<file path="src/rtl/hto_pkg.sv">
package hto_pkg;

   localparam int CMD_W       = 2;
   localparam int HASH_W      = 32;
   localparam int KEY_IN_W    = 64;
   localparam int VALUE_IN_W  = 32;
   localparam int SLOT_W      = 11;
   localparam int STATUS_W    = 3;
   localparam int MAIN_USED_W = 11;
   localparam int OVF_USED_W  = 9;

   // The hash is reduced modulo the main area size MOD_BITS bits per cycle.
   localparam int MOD_BITS  = 4;
   localparam int MOD_STEPS = HASH_W / MOD_BITS;

   localparam logic [CMD_W-1:0] CMD_INSERT = 2'd0;
   localparam logic [CMD_W-1:0] CMD_LOOKUP = 2'd1;
   localparam logic [CMD_W-1:0] CMD_REMOVE = 2'd2;

   localparam logic [STATUS_W-1:0] STATUS_INSERTED  = 3'd0;
   localparam logic [STATUS_W-1:0] STATUS_PRESENT   = 3'd1;
   localparam logic [STATUS_W-1:0] STATUS_FOUND     = 3'd2;
   localparam logic [STATUS_W-1:0] STATUS_NOT_FOUND = 3'd3;
   localparam logic [STATUS_W-1:0] STATUS_REMOVED   = 3'd4;
   localparam logic [STATUS_W-1:0] STATUS_FULL      = 3'd5;
   localparam logic [STATUS_W-1:0] STATUS_INVALID   = 3'd6;

   typedef struct packed {
      logic [CMD_W-1:0]      cmd;
      logic [HASH_W-1:0]     hash;
      logic [KEY_IN_W-1:0]   key;
      logic [VALUE_IN_W-1:0] value;
      logic [SLOT_W-1:0]     slot;
   } req_item_type;

   typedef struct packed {
      logic [STATUS_W-1:0]    status;
      logic [SLOT_W-1:0]      result_slot;
      logic [VALUE_IN_W-1:0]  result_value;
      logic [MAIN_USED_W-1:0] main_used;
      logic [OVF_USED_W-1:0]  overflow_used;
   } rsp_item_type;

   typedef enum logic [3:0] {
      S_CLEAR, S_IDLE, S_DECODE, S_MOD, S_RDH, S_CHAIN, S_SCAN, S_LINK,
      S_RM, S_RMW, S_RMPV, S_RMFIX, S_RMO1, S_RMO2, S_RESP
   } ctrl_state_type;

   typedef enum logic [4:0] {
      OP_NONE, OP_CLEAR, OP_LOAD, OP_MOD_STEP, OP_RD_HEAD, OP_RD_SLOT, OP_RD_NEXT,
      OP_SCAN_START, OP_SCAN_NEXT, OP_INS_MAIN, OP_INS_OVF, OP_LINK_TAIL, OP_HIT,
      OP_MISS, OP_FULL, OP_INVALID, OP_RM_MAIN_SOLO, OP_RM_HEAD_WALK, OP_RM_LAST,
      OP_RM_PV_CUT, OP_RM_HEAD_FIX, OP_RM_OVF, OP_RM_OVF_PV, OP_RM_OVF_NX, OP_EMIT
   } dp_op_type;

   typedef struct packed {
      logic             clr_done;
      logic             mod_done;
      logic [CMD_W-1:0] cmd;
      logic             slot_oor;
      logic             slot_main;
      logic             rd_valid;
      logic             key_eq;
      logic             link;
      logic             ovf_full;
      logic             pv_is_s;
      logic             sav_link;
      logic             out_free;
   } dp_stat_type;

endpackage

</file>
<file path="src/rtl/hto_ctrl.sv">
module hto_ctrl (
   input  logic                clock,
   input  logic                reset,
   input  logic                req_valid,
   input  hto_pkg::dp_stat_type stat,
   output logic                req_ready,
   output hto_pkg::dp_op_type  op
);
   import hto_pkg::*;

   ctrl_state_type state_ff, state_in;

   always_ff @(posedge clock) begin
      if (reset) begin
         state_ff <= S_CLEAR;
      end else begin
         state_ff <= state_in;
      end
   end

   always_comb begin
      state_in = state_ff;
      case (state_ff)
         S_CLEAR: begin
            if (stat.clr_done) state_in = S_IDLE;
         end
         S_IDLE: begin
            if (req_valid) state_in = S_DECODE;
         end
         S_DECODE: begin
            if (stat.cmd inside {CMD_INSERT, CMD_LOOKUP}) begin
               state_in = S_MOD;
            end else if (stat.cmd == CMD_REMOVE && !stat.slot_oor) begin
               state_in = S_RM;
            end else begin
               state_in = S_RESP;
            end
         end
         S_MOD: begin
            if (stat.mod_done) state_in = S_RDH;
         end
         S_RDH: state_in = S_CHAIN;
         S_CHAIN: begin
            if (!stat.rd_valid || stat.key_eq) begin
               state_in = S_RESP;
            end else if (stat.link) begin
               state_in = S_CHAIN;
            end else if (stat.cmd == CMD_INSERT && !stat.ovf_full) begin
               state_in = S_SCAN;
            end else begin
               state_in = S_RESP;
            end
         end
         S_SCAN: begin
            if (!stat.rd_valid) state_in = S_LINK;
         end
         S_LINK: state_in = S_RESP;
         S_RM: begin
            if (stat.rd_valid && stat.slot_main && stat.link) begin
               state_in = S_RMW;
            end else if (stat.rd_valid && !stat.slot_main) begin
               state_in = S_RMO1;
            end else begin
               state_in = S_RESP;
            end
         end
         S_RMW: begin
            if (!stat.link) state_in = stat.pv_is_s ? S_RMFIX : S_RMPV;
         end
         S_RMPV: state_in = S_RMFIX;
         S_RMFIX: state_in = S_RESP;
         S_RMO1: state_in = stat.sav_link ? S_RMO2 : S_RESP;
         S_RMO2: state_in = S_RESP;
         S_RESP: begin
            if (stat.out_free) state_in = S_IDLE;
         end
         default: state_in = S_IDLE;
      endcase
   end

   always_comb begin
      op        = OP_NONE;
      req_ready = 1'b0;
      case (state_ff)
         S_CLEAR: op = OP_CLEAR;
         S_IDLE: begin
            req_ready = 1'b1;
            if (req_valid) op = OP_LOAD;
         end
         S_DECODE: begin
            if (stat.cmd inside {CMD_INSERT, CMD_LOOKUP}) begin
               op = OP_NONE;
            end else if (stat.cmd == CMD_REMOVE && !stat.slot_oor) begin
               op = OP_RD_SLOT;
            end else begin
               op = OP_INVALID;
            end
         end
         S_MOD: op = OP_MOD_STEP;
         S_RDH: op = OP_RD_HEAD;
         S_CHAIN: begin
            if (!stat.rd_valid) begin
               op = (stat.cmd == CMD_INSERT) ? OP_INS_MAIN : OP_MISS;
            end else if (stat.key_eq) begin
               op = OP_HIT;
            end else if (stat.link) begin
               op = OP_RD_NEXT;
            end else if (stat.cmd == CMD_INSERT) begin
               op = stat.ovf_full ? OP_FULL : OP_SCAN_START;
            end else begin
               op = OP_MISS;
            end
         end
         S_SCAN: op = stat.rd_valid ? OP_SCAN_NEXT : OP_INS_OVF;
         S_LINK: op = OP_LINK_TAIL;
         S_RM: begin
            if (!stat.rd_valid) begin
               op = OP_MISS;
            end else if (stat.slot_main) begin
               op = stat.link ? OP_RM_HEAD_WALK : OP_RM_MAIN_SOLO;
            end else begin
               op = OP_RM_OVF;
            end
         end
         S_RMW: op = stat.link ? OP_RD_NEXT : OP_RM_LAST;
         S_RMPV: op = OP_RM_PV_CUT;
         S_RMFIX: op = OP_RM_HEAD_FIX;
         S_RMO1: op = OP_RM_OVF_PV;
         S_RMO2: op = OP_RM_OVF_NX;
         S_RESP: begin
            if (stat.out_free) op = OP_EMIT;
         end
         default: op = OP_NONE;
      endcase
   end

endmodule

</file>
<file path="config.mk">
export PLATFORM = sky130hd
export DESIGN_NAME = hto_ctrl
export DESIGN_NICKNAME = d
export VERILOG_FILES = /design/src/rtl/hto_pkg.sv /design/src/rtl/hto_ctrl.sv
export SDC_FILE = /design/constraint.sdc
export NUM_CORES = 1
export LEC_CHECK = 0
export BUFFER_PORTS_ARGS = -buffer_cell sky130_fd_sc_hd__buf_2
export CORE_MARGIN = 4
export CORE_UTILIZATION = 45
export CTS_CLUSTER_SIZE = 30
export DETAILED_ROUTE_END_ITERATION = 8
export PLACE_DENSITY_LB_ADDON = 0.15
export REMOVE_ABC_BUFFERS = 1
export SETUP_SLACK_MARGIN = 0.02
export SLEW_MARGIN = 20
export SYNTH_ARGS = -nofsm -noshare
export SYNTH_HDL_FRONTEND = slang
export SYNTH_SLANG_ARGS = --single-unit
</file>
<file path="constraint.sdc">
create_clock -name clock -period 1.8 [get_ports clock]
set_input_delay 0.09 -clock clock [delete_from_list [all_inputs] [get_ports clock]]
set_output_delay 0.09 -clock clock [all_outputs]
set_load 0.05 [all_outputs]
</file>
# Word level (Yosys, flattened, before mapping)

Cells that the tools add are included.

Bits in registers: 4
Latch bits: 0
RAM bits: 0
Bits in read-only memories: 0
Input port bits: 16
Logic and storage cells: 71
Memories: 0

Add/sub/neg operators: 0
Multiply operators: 0
Divide/modulo/power cells: 0
Order comparisons: 0
Eq/ne operators: 22
Shifts and indexed selects: 0
Multiplexer cells: 33
Bitwise operators: 0
Reductions and logical operators: 15

Operator list:

| operator             | count |
|---|---|
| $pmux W5 S15         | 1 |
| $mux W4              | 17 |
| $pmux W4 S13         | 1 |
| $eq A4 B4 Y1 const B | 7 |
| $eq A4 B3 Y1 const B | 4 |
| $mux W5              | 3 |
| $mux W3              | 4 |
| $ne A2 B2 Y1 const B | 6 |
| $eq A4 B2 Y1 const B | 2 |
| $mux W2              | 4 |
| $reduce_and A6 Y1    | 1 |
| $logic_and A1 B1 Y1  | 5 |
| $eq A4 B1 Y1 const B | 1 |
| $logic_not A1 Y1     | 4 |
| $logic_not A4 Y1     | 1 |
| $mux W1              | 3 |
| $reduce_or A3 Y1     | 1 |
| $eq A2 B1 Y1 const B | 1 |
| $eq A2 B2 Y1 const B | 1 |
| $logic_not A2 Y1     | 1 |
| $reduce_bool A2 Y1   | 1 |
| $logic_or A1 B1 Y1   | 1 |

# Longest topological paths before layout

Depth in word-level cells: 6
Depth in mapped cells: 7
Gate-level depth less buffers: 5

# Least setup slack after synthesis

OpenSTA, ideal clock, no wires.

Path type: register -> output
Start point: register state_ff[3]
End point: output port op[2]
Data arrival time: 1.965 ns
Slack: -0.255 ns
Stages on the path, launching flop included: 6
Buffers on the path: 3
Cells stage by stage: dfxtp_1 > buf_4 > buf_6 > clkbuf_1 > a21oi_1 > o21ai_0

Cells in the longest elaborated chain, start to end: 2
Elaborated cells between the ends (all ways): 16

RTL lines:

| what                                 | RTL line       | source |
|---|---|---|
| start: declaration                   | hto_ctrl.sv:11 | `ctrl_state_type state_ff, state_in;` |
| start signal: assignment             | hto_ctrl.sv:17 | `state_ff <= state_in;` |
| $eq A4 B4 Y1 (tied with other cells) | hto_ctrl.sv:84 | `case (state_ff)` |
| $pmux W5 S15 *                       | hto_ctrl.sv:84 |  |
| end: declaration                     | hto_ctrl.sv:7  | `output hto_pkg::dp_op_type op` |

Mark *: on every way between the ends. The rest lies on a longest branch, timed or not.

# Final worst setup path

Start point: register state_ff[2]
End point: output port op[0]

The elaborated chain is that of the path after synthesis.

==> summary.txt <==
max_cap viols - 0
vias per cell - 6.192
Synth Instances - 110
RSZ-0062 raised after global routing - no
library cells used by synthesis - 38
max reg flops - 4
Via Count - 904
final worst-path cycle share - 92.65%
worst-margin pin slew - 0.4770 ns
GPL Wtd Cong - 0.9036
H-tree levels - 1
Starting Density - 48.30%
post-cts hold buffer count - 0
FP Rows - 14
number of global-route vias before repair - 822
setup violators final - 0
commonest non-fill, non-tap cells in the layout - buf_2 (18), a21oi_1 (12), o21ai_0 (11)
Cell Area, Synth - 744.5 µm²
post-place instance area - 829.5 µm²
status - finished, final reports clean
Post-DP HPWL - 1640 µm
critical path endpoint category - output pin
Max Buffers Root-to-Sink - 2
drt drc - 0
die area - 2369 µm²
Die Ht - 48.68 µm
largest net degree at the start of global routing - 19
clk slew on worst S/H paths - 0.04 ns
global-route wire length before repair - 3532 µm
drt pass-1 iters - 6
antenna cell count - 0
initial antenna violation count - 0
Avg Inst Size Synth - 6.768 µm²
worst setup path class - reg -> out
fmax - 599.6 MHz
P&R area growth vs syn - 17.48%
PD cells - 554.0 nW/µm²
Synth Register Bits - 4
Setup WS pre-CTS - 0.09686 ns
I/O pins - 22
Worst Clk Skew - 0.002225 ns
Die Wd - 48.68 µm
CTS Sinks - 4
# Post-CTS Setup Buffers - 0
Ys Warns - 0
CORE AREA - 1541 µm²
setup ws final - 0.1323 ns
sequential area share after synthesis - 10.76%
maximum VDD drop - 0.3976 mV
power consumption - 0.0004845 W
Slew Limit Fails - 0
post-route ant nets - 0
normalized max-slew margin - 68.01%
CP Launch Type - register
Fin Setup TNS - 0 ns
port buffer count - 21
Synth area leaders - dfxtp_1 (11%), a21oi_1 (8.1%), buf_6 (7.6%)
Static Leakage - 0.3476 nW
Post-synth EDFFs - 0
Yosys top cell by area - dfxtp_1
CTS tree - yes
NumNets Final - 148
Final Instance Area - 874.6 µm²
Top reg by flops - state_ff
Filler Cell Count - 161
CP max FO - 13
clk root buf - clkbuf_4
CTS buffer count - 3
drt total wl - 2088 µm
worst path required time - 1.71 ns
routed len/inst - 14.30 µm
crit path time final - 1.668 ns
Clock Latency Late Sink - 0.23 ns
commonest register cell after synthesis - dfxtp_1
end-of-flow core utilization - 56.74%
Total Routing Usage GR - 17.83%
min-delay worst type - in -> reg
initial drt markers - 44
most common cell after layout, fill and taps aside - buf_2
final-report hold violation count - 0
Worst Path Arrival - 1.58 ns
area fraction of the dominant cell type after synthesis - 10.76%
gr ovfl total - 0
fraction of registers with async set/reset - 0%
share of layout cells above drive strength 1 - 31.54%
leading registers by flop count - state_ff: 4 flops
critical path: stages (launching register included):
cell,delay (ns)
dfxtp_2,0.37
buf_4,0.17
nor2_2,0.26
o21ai_0,0.17
o2111ai_1,0.12
clkbuf_4,0.26
per-stage QoR:
stage,hold WS [ns],instances
final,0.09474,146
after global routing,0.09948,146
after CTS,0.08694,146
after detailed placement,0.3373,143
after global placement,0.3365,143
after floorplan,0.1562,100
cells in the mapped netlist, drive strengths merged (3+ instances only):
| library cell | instances |
|---|---|
| a21oi | 12 |
| o21ai | 12 |
| nor2 | 10 |
| buf | 9 |
| nand2 | 9 |
| nand2b | 7 |
| o211ai | 6 |
| nor2b | 5 |
| nor3 | 5 |
| dfxtp | 4 |
| inv | 4 |
| a31oi | 3 |
| nand3 | 3 |
kinds of logic after synthesis:
kind of cell | Yosys count | synth area share, %
AO/OA/AOI/OAI | 48 | 43.53
XOR/XNOR | 1 | 1.177
AND/OR/NAND/NOR | 43 | 31.09
flip-flops | 4 | 10.76
buffers and inverters | 14 | 13.44
final timing paths:
kind | start | to | slack (ns) | cells past startpoint
setup / recovery | state_ff[2] | op[0] | 0.13 | 5
setup reg to reg | state_ff[3] | state_ff[1] | 0.24 | 6
hold reg to reg | state_ff[1] | state_ff[1] | 0.70 | 3
hold / removal | reset | state_ff[0] | 0.09 | 2
per-layer routing:
metal / routed length [µm] / vias up / part of all wire (%) / global-route usage, %
met5: 0 / - / 0 / 0
met4: 0 / 0 / 0 / 7.175
met3: 137 / 0 / 6.6 / 3.681
met2: 1008 / 41 / 48 / 26.96
met1: 942 / 408 / 45 / 24.35
li1: - / 455 / - / -
power by group:
group | leakage (nW) | internal (W) | switching (W) | total (W)
registers | 0.0344 | 0.0000972 | 0.0000260 | 0.000123
logic | 0.299 | 0.0000912 | 0.000164 | 0.000256
clock network | 0.0138 | 0.0000742 | 0.0000314 | 0.000106
area by class of cell:
| cell class | instances | area [µm²] | share of cell area (%) |
|---|---|---|---|
| repair buffers | 27 | 161.4 | 18.45 |
| well taps | 16 | 20.02 | 2.289 |
| flip-flops and latches | 4 | 88.84 | 10.16 |
| inverters | 4 | 15.01 | 1.717 |
| clock buffers | 3 | 22.52 | 2.575 |
| multi-input cells | 92 | 566.8 | 64.81 |
timing repair:
action | 4_1_cts | 5_1_grt
gates resized for setup | 3 | 8
gates cloned | 0 | 0
endpoints found under the setup margin | 4 | 4
(Power assumes the default switching activity.)
